--- src/rcfe_pkg.sv ---
// rcfe_pkg: shared constants, register codes and types for the RC channel frame encoder.
// No dependencies; every other file of the block imports this package.
package rcfe_pkg;

	// Frame geometry
	localparam int CHANNEL_COUNT   = 16;
	localparam int CHANNEL_BITS    = 11;
	localparam int INPUT_CHANNELS  = 8;
	localparam int SAMPLE_W        = 16;
	localparam int HEADER_BYTES    = 4;
	localparam int CHAN_TOTAL_BITS = CHANNEL_COUNT * CHANNEL_BITS;
	localparam int CHAN_BYTES      = CHAN_TOTAL_BITS / 8;
	localparam int FRAME_BYTES     = HEADER_BYTES + CHAN_BYTES;
	localparam int FRAME_BITS      = 8 * FRAME_BYTES;
	localparam int CNT_W           = $clog2(FRAME_BYTES + 1);

	// Channel scaling: code = floor(v * 800 / 1000) + 1024, clipped to 2047
	localparam int SCALE_NUM      = 800;
	localparam int SCALE_DEN      = 1000;
	localparam int CHANNEL_CENTER = 1024;
	localparam int CHANNEL_MAX    = 2047;
	localparam int FIXED_SAMPLE   = 42;
	localparam int FIXED_CODE     = CHANNEL_CENTER + FIXED_SAMPLE * SCALE_NUM / SCALE_DEN;
	// smallest sample whose scaled value reaches the clip point
	localparam int SAT_LIMIT      = ((CHANNEL_MAX + 1 - CHANNEL_CENTER) * SCALE_DEN
		+ SCALE_NUM - 1) / SCALE_NUM;
	// below SAT_LIMIT: floor(4v/5) == (v * 4 * 6554) >> 15, exact for 4v < 2^14
	localparam int SCALE_SHIFT    = 15;
	localparam int SCALE_MUL      = 4 * (((1 << SCALE_SHIFT) + 4) / 5);
	localparam int SCALE_MUL_W    = 15;
	localparam int SCALE_IN_W     = 11;
	localparam int PROD_W         = SCALE_IN_W + SCALE_MUL_W;

	// Header bytes
	localparam logic [7:0] HDR_LOW_PROTO  = 8'h55;
	localparam logic [7:0] HDR_HIGH_PROTO = 8'h54;
	localparam int         PROTO_SPLIT    = 32;

	// Input item modes
	localparam logic MODE_BIND  = 1'b0;
	localparam logic MODE_FRAME = 1'b1;

	// Configuration register indexes
	localparam int CFG_ADDR_W = 3;
	typedef enum logic [CFG_ADDR_W-1:0] {
		REG_PROTOCOL_NUMBER = 3'd0,
		REG_RANGE_CHECK     = 3'd1,
		REG_AUTOBIND_EN     = 3'd2,
		REG_RECEIVER_NUMBER = 3'd3,
		REG_PROTO_VARIANT   = 3'd4,
		REG_REDUCED_POWER   = 3'd5,
		REG_PROTOCOL_OPTION = 3'd6
	} cfg_reg_t;

	typedef struct packed {
		logic [5:0] protocol_number;
		logic       range_check;
		logic       autobind_en;
		logic [3:0] receiver_number;
		logic [2:0] proto_variant;
		logic       reduced_power;
		logic [7:0] protocol_option;
	} cfg_t;

	typedef logic [CHANNEL_BITS-1:0] chan_code_t;

	// Frame source handed from the input stage to the serializer
	typedef struct packed {
		logic [HEADER_BYTES-1:0][7:0]  hdr;
		chan_code_t [INPUT_CHANNELS-1:0] chan;
	} frame_src_t;

endpackage

--- src/rcfe_if.sv ---
// Handshake interfaces for the RC channel frame encoder: sample input, byte output, config.
// Depends on rcfe_pkg for field widths.
interface rcfe_in_if import rcfe_pkg::*; ();
	logic                valid;
	logic                ready;
	logic                mode;
	logic [SAMPLE_W-1:0] chan0;
	logic [SAMPLE_W-1:0] chan1;
	logic [SAMPLE_W-1:0] chan2;
	logic [SAMPLE_W-1:0] chan3;
	logic [SAMPLE_W-1:0] chan4;
	logic [SAMPLE_W-1:0] chan5;
	logic [SAMPLE_W-1:0] chan6;
	logic [SAMPLE_W-1:0] chan7;

	modport source (output valid, mode, chan0, chan1, chan2, chan3, chan4, chan5, chan6,
		chan7, input ready);
	modport sink (input valid, mode, chan0, chan1, chan2, chan3, chan4, chan5, chan6,
		chan7, output ready);
endinterface

interface rcfe_out_if;
	logic       valid;
	logic       ready;
	logic [7:0] frame_byte;
	logic       last_byte;

	modport source (output valid, frame_byte, last_byte, input ready);
	modport sink (input valid, frame_byte, last_byte, output ready);
endinterface

interface rcfe_cfg_if import rcfe_pkg::*; ();
	logic                  valid;
	logic                  ready;
	logic [CFG_ADDR_W-1:0] addr;
	logic [7:0]            data;

	modport source (output valid, addr, data, input ready);
	modport sink (input valid, addr, data, output ready);
endinterface

--- src/rcfe_cfg_regs.sv ---
// rcfe_cfg_regs: configuration register file written over the config channel.
// Depends on rcfe_pkg (cfg_t, register indexes) and rcfe_if (rcfe_cfg_if).
module rcfe_cfg_regs import rcfe_pkg::*; (
	input  logic       clk,
	input  logic       arst_n,
	rcfe_cfg_if.sink   cfg,
	output cfg_t       regs
);

	cfg_t regs_q;
	logic wr_en;

	// writes never stall
	assign cfg.ready = 1'b1;
	assign wr_en     = cfg.valid && cfg.ready;
	assign regs      = regs_q;

	// register write; unknown indexes are dropped
	always_ff @(posedge clk or negedge arst_n) begin
		if (!arst_n) begin
			regs_q <= '0;
		end else if (wr_en) begin
			case (cfg_reg_t'(cfg.addr))
				REG_PROTOCOL_NUMBER: regs_q.protocol_number <= cfg.data[5:0];
				REG_RANGE_CHECK:     regs_q.range_check     <= cfg.data[0];
				REG_AUTOBIND_EN:     regs_q.autobind_en     <= cfg.data[0];
				REG_RECEIVER_NUMBER: regs_q.receiver_number <= cfg.data[3:0];
				REG_PROTO_VARIANT:   regs_q.proto_variant   <= cfg.data[2:0];
				REG_REDUCED_POWER:   regs_q.reduced_power   <= cfg.data[0];
				REG_PROTOCOL_OPTION: regs_q.protocol_option <= cfg.data;
				default: begin
				end
			endcase
		end
	end

endmodule

--- src/rcfe_scale.sv ---
// rcfe_scale: one channel lane, sample to 11-bit code (x0.8, offset 1024, clipped).
// Depends on rcfe_pkg for scaling constants.
module rcfe_scale import rcfe_pkg::*; (
	input  logic [SAMPLE_W-1:0] sample,
	output chan_code_t          code
);

	logic [PROD_W-1:0] prod;
	logic              sat;

	// reciprocal multiply replaces the divide by 5; valid below the clip point
	assign prod = PROD_W'(sample[SCALE_IN_W-1:0]) * PROD_W'(SCALE_MUL);
	assign sat  = sample >= SAMPLE_W'(SAT_LIMIT);

	assign code = sat ? CHANNEL_BITS'(CHANNEL_MAX)
		: CHANNEL_BITS'(CHANNEL_CENTER) + prod[SCALE_SHIFT +: CHANNEL_BITS];

endmodule

--- src/rcfe_serializer.sv ---
// rcfe_serializer: packs header and channel codes into a frame register and shifts out bytes.
// Depends on rcfe_pkg (frame geometry, frame_src_t) and rcfe_if (rcfe_out_if).
module rcfe_serializer import rcfe_pkg::*; (
	input  logic       clk,
	input  logic       arst_n,
	input  logic       src_valid,
	input  frame_src_t src,
	output logic       src_take,
	rcfe_out_if.source frame_out
);

	logic [FRAME_BITS-1:0]      shreg_q;
	logic [CNT_W-1:0]           cnt_q;
	logic                       out_valid_q;
	logic [7:0]                 byte_q;
	logic                       last_q;
	logic                       adv;
	logic [CHAN_TOTAL_BITS-1:0] chan_bits;
	logic [FRAME_BITS-1:0]      frame_bits;

	// one byte moves to the output register when it is empty or being drained
	assign adv      = (cnt_q != '0) && (!out_valid_q || frame_out.ready);
	// load next frame when idle or while the current last byte leaves
	assign src_take = src_valid && ((cnt_q == '0) || ((cnt_q == CNT_W'(1)) && adv));

	// channel packing, LSB first; the channel bits fill whole bytes, so none is dropped
	always_comb begin
		chan_bits = '0;
		for (int k = 0; k < INPUT_CHANNELS; k++) begin
			chan_bits[k*CHANNEL_BITS +: CHANNEL_BITS] = src.chan[k];
		end
		for (int k = INPUT_CHANNELS; k < CHANNEL_COUNT; k++) begin
			chan_bits[k*CHANNEL_BITS +: CHANNEL_BITS] = CHANNEL_BITS'(FIXED_CODE);
		end
		frame_bits = {chan_bits[8*CHAN_BYTES-1:0], src.hdr};
	end

	// control: byte counter and output valid
	always_ff @(posedge clk or negedge arst_n) begin
		if (!arst_n) begin
			cnt_q       <= '0;
			out_valid_q <= 1'b0;
		end else begin
			if (src_take) begin
				cnt_q <= CNT_W'(FRAME_BYTES);
			end else if (adv) begin
				cnt_q <= cnt_q - CNT_W'(1);
			end
			if (adv) begin
				out_valid_q <= 1'b1;
			end else if (frame_out.ready) begin
				out_valid_q <= 1'b0;
			end
		end
	end

	// payload: frame shift register and output byte
	always_ff @(posedge clk) begin
		if (src_take) begin
			shreg_q <= frame_bits;
		end else if (adv) begin
			shreg_q <= shreg_q >> 8;
		end
		if (adv) begin
			byte_q <= shreg_q[7:0];
			last_q <= cnt_q == CNT_W'(1);
		end
	end

	assign frame_out.valid      = out_valid_q;
	assign frame_out.frame_byte = byte_q;
	assign frame_out.last_byte  = last_q;

	// a last byte on the output means the frame counter ran out or was reloaded
	a_last_ends_frame: assert property (@(posedge clk) disable iff (!arst_n)
		out_valid_q && last_q |-> (cnt_q == '0) || (cnt_q == CNT_W'(FRAME_BYTES)))
		else $error("last byte shown while frame still has bytes");

	// a stalled output freezes the byte counter unless a new frame loads
	a_stall_holds: assert property (@(posedge clk) disable iff (!arst_n)
		out_valid_q && !frame_out.ready && !src_take |=> $stable(cnt_q))
		else $error("byte counter moved while output stalled");

	// a frame is only loaded when no byte of the previous one remains unsent
	a_load_clean: assert property (@(posedge clk) disable iff (!arst_n)
		src_take |-> (cnt_q == '0) || ((cnt_q == CNT_W'(1)) && adv))
		else $error("frame loaded over unsent bytes");

endmodule

--- src/rc_channel_frame_encoder_unit.sv ---
// rc_channel_frame_encoder_unit: top level, input stage, bind flag, scaling lanes, serializer.
// A frame item passes the input stage register and the frame shift register; its first byte
// then shows in the output byte register. Frames of 26 bytes leave at one byte per cycle while
// frame_out.ready holds; the byte serializer sets that rate. Bind requests emit nothing.
// Reset (arst_n low, asynchronous): config registers, bind flag and all valids clear.
// Depends on rcfe_pkg, rcfe_if, rcfe_cfg_regs, rcfe_scale and rcfe_serializer.
module rc_channel_frame_encoder_unit import rcfe_pkg::*; (
	input  logic       clk,
	input  logic       arst_n,
	rcfe_in_if.sink    sample_in,
	rcfe_out_if.source frame_out,
	rcfe_cfg_if.sink   cfg
);

	cfg_t                                regs;
	logic                                accept;
	logic                                bind_pending_q;
	logic                                src_valid_s1;
	logic                                src_take;
	logic [HEADER_BYTES-1:0][7:0]        hdr;
	logic [HEADER_BYTES-1:0][7:0]        hdr_s1;
	logic [INPUT_CHANNELS-1:0][SAMPLE_W-1:0] samples;
	logic [INPUT_CHANNELS-1:0][SAMPLE_W-1:0] samples_s1;
	frame_src_t                          src;

	rcfe_cfg_regs u_cfg (
		.clk    (clk),
		.arst_n (arst_n),
		.cfg    (cfg),
		.regs   (regs)
	);

	// input transaction
	assign sample_in.ready = !src_valid_s1 || src_take;
	assign accept          = sample_in.valid && sample_in.ready;

	assign samples = {sample_in.chan7, sample_in.chan6, sample_in.chan5, sample_in.chan4,
		sample_in.chan3, sample_in.chan2, sample_in.chan1, sample_in.chan0};

	// header bytes, captured with the bind flag at acceptance
	always_comb begin
		hdr[0] = (regs.protocol_number < 6'(PROTO_SPLIT)) ? HDR_LOW_PROTO : HDR_HIGH_PROTO;
		hdr[1] = {bind_pending_q, regs.autobind_en, regs.range_check,
			regs.protocol_number[4:0]};
		hdr[2] = {regs.reduced_power, regs.proto_variant, regs.receiver_number};
		hdr[3] = regs.protocol_option;
	end

	// control: stage valid and pending bind flag
	always_ff @(posedge clk or negedge arst_n) begin
		if (!arst_n) begin
			src_valid_s1   <= 1'b0;
			bind_pending_q <= 1'b0;
		end else begin
			if (accept && (sample_in.mode == MODE_FRAME)) begin
				src_valid_s1 <= 1'b1;
			end else if (src_take) begin
				src_valid_s1 <= 1'b0;
			end
			if (accept) begin
				bind_pending_q <= (sample_in.mode == MODE_BIND);
			end
		end
	end

	// payload of the input stage
	always_ff @(posedge clk) begin
		if (accept && (sample_in.mode == MODE_FRAME)) begin
			hdr_s1     <= hdr;
			samples_s1 <= samples;
		end
	end

	// scaling lanes, results registered by the serializer on load
	for (genvar k = 0; k < INPUT_CHANNELS; k++) begin : g_lane
		rcfe_scale u_scale (
			.sample (samples_s1[k]),
			.code   (src.chan[k])
		);
	end

	assign src.hdr = hdr_s1;

	rcfe_serializer u_ser (
		.clk       (clk),
		.arst_n    (arst_n),
		.src_valid (src_valid_s1),
		.src       (src),
		.src_take  (src_take),
		.frame_out (frame_out)
	);

endmodule

--- src/flat_wrapper.sv ---
// flat-port wrapper written by rule: the top's interface ports become plain ports
module rc_channel_frame_encoder_unit_flat import rcfe_pkg::*;
  (clk, arst_n, sample_in_valid, sample_in_mode, sample_in_chan0, sample_in_chan1, sample_in_chan2, sample_in_chan3, sample_in_chan4, sample_in_chan5, sample_in_chan6, sample_in_chan7, sample_in_ready, frame_out_valid, frame_out_frame_byte, frame_out_last_byte, frame_out_ready, cfg_valid, cfg_addr, cfg_data, cfg_ready);
  rcfe_in_if sample_in_i ();
  rcfe_out_if frame_out_i ();
  rcfe_cfg_if cfg_i ();
  input  logic clk;
  input  logic arst_n;
  input wire logic [$bits(sample_in_i.valid)-1:0] sample_in_valid;
  input wire logic [$bits(sample_in_i.mode)-1:0] sample_in_mode;
  input wire logic [$bits(sample_in_i.chan0)-1:0] sample_in_chan0;
  input wire logic [$bits(sample_in_i.chan1)-1:0] sample_in_chan1;
  input wire logic [$bits(sample_in_i.chan2)-1:0] sample_in_chan2;
  input wire logic [$bits(sample_in_i.chan3)-1:0] sample_in_chan3;
  input wire logic [$bits(sample_in_i.chan4)-1:0] sample_in_chan4;
  input wire logic [$bits(sample_in_i.chan5)-1:0] sample_in_chan5;
  input wire logic [$bits(sample_in_i.chan6)-1:0] sample_in_chan6;
  input wire logic [$bits(sample_in_i.chan7)-1:0] sample_in_chan7;
  output wire logic [$bits(sample_in_i.ready)-1:0] sample_in_ready;
  output wire logic [$bits(frame_out_i.valid)-1:0] frame_out_valid;
  output wire logic [$bits(frame_out_i.frame_byte)-1:0] frame_out_frame_byte;
  output wire logic [$bits(frame_out_i.last_byte)-1:0] frame_out_last_byte;
  input wire logic [$bits(frame_out_i.ready)-1:0] frame_out_ready;
  input wire logic [$bits(cfg_i.valid)-1:0] cfg_valid;
  input wire logic [$bits(cfg_i.addr)-1:0] cfg_addr;
  input wire logic [$bits(cfg_i.data)-1:0] cfg_data;
  output wire logic [$bits(cfg_i.ready)-1:0] cfg_ready;
  assign sample_in_i.valid = sample_in_valid;
  assign sample_in_i.mode = sample_in_mode;
  assign sample_in_i.chan0 = sample_in_chan0;
  assign sample_in_i.chan1 = sample_in_chan1;
  assign sample_in_i.chan2 = sample_in_chan2;
  assign sample_in_i.chan3 = sample_in_chan3;
  assign sample_in_i.chan4 = sample_in_chan4;
  assign sample_in_i.chan5 = sample_in_chan5;
  assign sample_in_i.chan6 = sample_in_chan6;
  assign sample_in_i.chan7 = sample_in_chan7;
  assign sample_in_ready = sample_in_i.ready;
  assign frame_out_valid = frame_out_i.valid;
  assign frame_out_frame_byte = frame_out_i.frame_byte;
  assign frame_out_last_byte = frame_out_i.last_byte;
  assign frame_out_i.ready = frame_out_ready;
  assign cfg_i.valid = cfg_valid;
  assign cfg_i.addr = cfg_addr;
  assign cfg_i.data = cfg_data;
  assign cfg_ready = cfg_i.ready;
  rc_channel_frame_encoder_unit u_core (.clk(clk), .arst_n(arst_n), .sample_in(sample_in_i), .frame_out(frame_out_i), .cfg(cfg_i));
endmodule
--- config.mk ---
export PLATFORM = sky130hd
export DESIGN_NAME = rc_channel_frame_encoder_unit_flat
export DESIGN_NICKNAME = d
export VERILOG_FILES = /design/src/rcfe_pkg.sv /design/src/rcfe_if.sv /design/src/rcfe_cfg_regs.sv /design/src/rcfe_scale.sv /design/src/rcfe_serializer.sv /design/src/rc_channel_frame_encoder_unit.sv /design/src/flat_wrapper.sv
export SDC_FILE = /design/constraint.sdc
export NUM_CORES = 1
export LEC_CHECK = 0
export BUFFER_PORTS_ARGS = -buffer_cell sky130_fd_sc_hd__buf_2
export CORE_MARGIN = 5
export CORE_UTILIZATION = 55
export CTS_CLUSTER_SIZE = 25
export DETAILED_ROUTE_END_ITERATION = 8
export PLACE_DENSITY = 0.71
export RECOVER_POWER = 50
export SETUP_SLACK_MARGIN = 0.5
export SLEW_MARGIN = 15
export SYNTH_ARGS = -nofsm -noshare
export SYNTH_HDL_FRONTEND = slang
export SYNTH_SLANG_ARGS = --single-unit
--- constraint.sdc ---
create_clock -name clk -period 9.67 [get_ports clk]
set_input_delay 0.4835 -clock clk [delete_from_list [all_inputs] [get_ports clk]]
set_output_delay 0.4835 -clock clk [all_outputs]
set_load 0.005 [all_outputs]
==> summary.txt <==
Power and ir drop
  – Tot Pwr: 11.38 mW
  – Pleak: 16.09 nW
  – Worst VDD drop: 0.2022 mV
  – PD cells: 349.6 mW/mm²

Logic synthesis
  – Post-synth top area share: 28.54%
  – Synth Area in Compound Gates: 7.316%
  – Syn Nets: 3662
  – Ys async rst share: 9.412%
  – Post-synthesis adder-cell area fraction: 40.77%
  – XOR/XNOR share of the synthesized area: 2.952%
  – Syn avg cell area: 10.99 µm²
  – Cell area after synthesis: 0.02967 mm²
  – Register bit total from synthesis: 340
  – Main flop type after synthesis: edfxtp_1
  – Post-synth EDFFs: 282
  – Distinct cells, synth: 80
  – Synth Area in Simple Gates: 7.059%
  – Post-Syn Instances: 2699
  – YS warnings: 0
  – Synth area leader: edfxtp_1
  – Synth area leaders: edfxtp_1, ha_1, fa_1, inv_1, dfrtp_1
  – Mux cell area share after synthesis: 0.9066%
  – Main combinational cell family by area after synthesis: adder cells
  – Share of the yosys chip area belonging to registers: 32.99%

Floorplanning
  – Die W: 242.3 µm
  – Initial Util: 55.36%
  – Die area: 0.05869 mm²
  – Height of the die: 242.3 µm
  – Row cnt: 85
  – Area of the core: 0.05360 mm²
  – Io pins: 157

Clock tree
  – Clock buffer depth: 3
  – TritonCTS Buffers: 39
  – Worst-path clk slew: 0.06 ns
  – H-tree depth: 2
  – Worst skew pair latency: 0.56 ns
  – CTS resizes: 0
  – Sink Count: 340
  – Root buffer cell: clkbuf_16
  – CTS tree: built

Global route
  – Initial antenna violation count: 1
  – Vias in the first global route: 20.75k
  – First-pass GRT wire length: 99.86 mm
  – Global Route Usage Sum: 20.32%
  – Largest net degree at the start of global routing: 154
  – Total gr overflow: 0

Setup path
  – Critical Path RT: 9.83 ns
  – CP Capture Type: flip-flop
  – Crit path max fanout: 73
  – Startpoint Class: flip-flop
  – Arr. time, crit path: 5.76 ns
  – WS Path Type: reg -> reg

Place
  – HPWL after DPL: 47.84 mm
  – Post-Place Setup Slack: 4.455 ns
  – IO Port Bufs: 155
  – GPL Wtd Cong: 0.9040
  – Placed insts: 3525

Timing
  – Setup slack after layout: 4.066 ns
  – Peak Freq: 178.4 MHz
  – Worst slew margin: -165.3%
  – Endpoints failing setup: 0
  – Final hold vios: 0
  – Slew Limit Fails: 299
  – RSZ-0062 raised after global routing: false
  – Fin crit share: 57.95%
  – Min cycle time layout: 5.604 ns
  – Hold slack: 0.09550 ns
  – Setup_tns: 0 ns
  – Clock Skews: 0.02553 ns
  – Worst Tran Pin Value: 3.980 ns

Finish
  – Nets: 3834
  – Area grow syn2layout: 9.715%
  – Fill count: 4428
  – Layout cells sized above 1: 8.442%
  – Final Non-Filler Cells: 3599

Routing
  – Antenna Nets Post-Route: 0
  – DR WL/cell: 16.37 µm
  – Vias after detailed routing: 19.02k
  – Drt initial violations: 742
  – # DRC: 0
  – WL final: 58.92 mm
  – TritonRoute pass-1 iters: 5
  – Via-per-instance ratio: 5.284

Flow run
  – Max Cap Viol: 5

Status
  – Outcome: finished, violations left
  – Failing checks: max-capacitance violations, max-slew violations

Hold path
  – Hold/Removal Path Class: in -> reg
-- layout by cell type (no fill, tap or decap), types with 35 or more instances in the layout --
cell / netlist / routed
a21o_1: 37 / 37
a21oi_1: 155 / 155
buf_2: 3 / 130
clkbuf_1: 28 / 35
clkbuf_16: 0 / 41
edfxtp_1: 282 / 282
fa_1: 248 / 248
ha_1: 570 / 570
inv_1: 592 / 592
nand2_1: 197 / 196
nor2_1: 107 / 106
xnor2_1: 59 / 59
xor2_1: 41 / 41
-- flip-flops by register name, indices dropped and copies added, names as in the netlist --
| signal | flops |
|---|---|
| u_core.u_ser.frame_out.frame_byte | 8 |
| u_core.hdr_s1 | 25 |
| u_core.u_ser.frame_out.last_byte | 1 |
| u_core.u_ser.shreg_q | 146 |
| u_core.samples_s1 | 128 |
| u_core.bind_pending_q | 1 |
| u_core.u_cfg.regs | 24 |
| u_core.u_ser.cnt_q | 5 |
| u_core.u_ser.frame_out.valid | 1 |
| u_core.src_valid_s1 | 1 |
-- worst max-delay path, stage by stage (launching register included) --
cell and delay [ns]:
dfrtp_1 0.41, inv_1 0.07, ha_1 0.25, a21oi_1 0.13, nor2b_1 0.09, nand2_2 0.06
clkbuf_1 1.48, nand2_1 1.77, buf_4 0.88
-- area by class of cell --
type	count	area [µm²]	share of cell area [%]
Multi-Input combinational cell	1731	17550	53.90
Sequential cell	340	9789	30.07
Inverter	594	2230	6.849
Clock buffer	49	1076	3.305
Tap cell	696	870.8	2.675
Timing Repair Buffer	165	804.5	2.471
Clock inverter	23	234.0	0.7187
Antenna cell	1	2.502	0.007687
-- repair_timing --
item                                   CTS  global route
hold buffers                             1             0
setup buffers                            0             0
endpoints found under the hold margin   10             0
-- cell usage after synthesis (28+ instances only) --
master    instances
dfrtp_1          32
edfxtp_1        282
nor2_1          107
inv_1           592
nand3_1          34
xor2_1           41
a21oi_1         155
fa_1            248
clkbuf_1         28
xnor2_1          59
ha_1            570
a21o_1           37
nand2_1         197
-- stage by stage --
step / instance area [µm²] / utilization (%)
finish: 32560 / 60.74
global route: 32560 / 60.74
CTS: 32610 / 60.84
floorplan: 29670 / -
detailed placement: 31290 / 58.37
global placement: 31290 / 58.37
-- worst paths after layout --
kind | to | from | slack (ns) | cells after the start
worst min-delay path | u_core.samples_s1[94] | sample_in_chan5[14] | 0.1 | 1
min in group asynchronous | u_core.u_cfg.regs[5] | arst_n | 0.99 | 2
max in group asynchronous | u_core.u_cfg.regs[7] | arst_n | 7.61 | 2
worst max register to register | u_core.u_ser.shreg_q[67] | u_core.u_ser.cnt_q[0] | 4.07 | 8
worst min register to register | u_core.u_ser.frame_out.frame_byte[4] | u_core.u_ser.shreg_q[4] | 0.42 | 0
worst max-delay path | u_core.u_ser.shreg_q[67] | u_core.u_ser.cnt_q[0] | 4.07 | 8
-- logic make-up (layout without fill, tap and decap cells) --
family          count (synthesis)  in the layout
other cells                     1              2
xor+xnor                      100            100
buf+inv                       628            831
simple gates                  453            453
fa+ha+maj                     818            818
flops                         340            340
mux                            24             24
compound gates                335            335
-- metal layers --
metal	vias up	wire length (µm)	part of all wire, %	track usage (%)
li1	9320	-	-	-
met1	9327	25250	43	25.84
met2	274	30290	51	36.63
met3	96	1844	3.1	2.659
met4	0	1538	2.6	5.589
met5	-	0	0	0
-- power breakdown --
group	internal (mW)	switching (mW)
clock network	0.881	0.620
logic	3.23	4.33
registers	2.13	0.185
(Power assumes the default switching activity.)
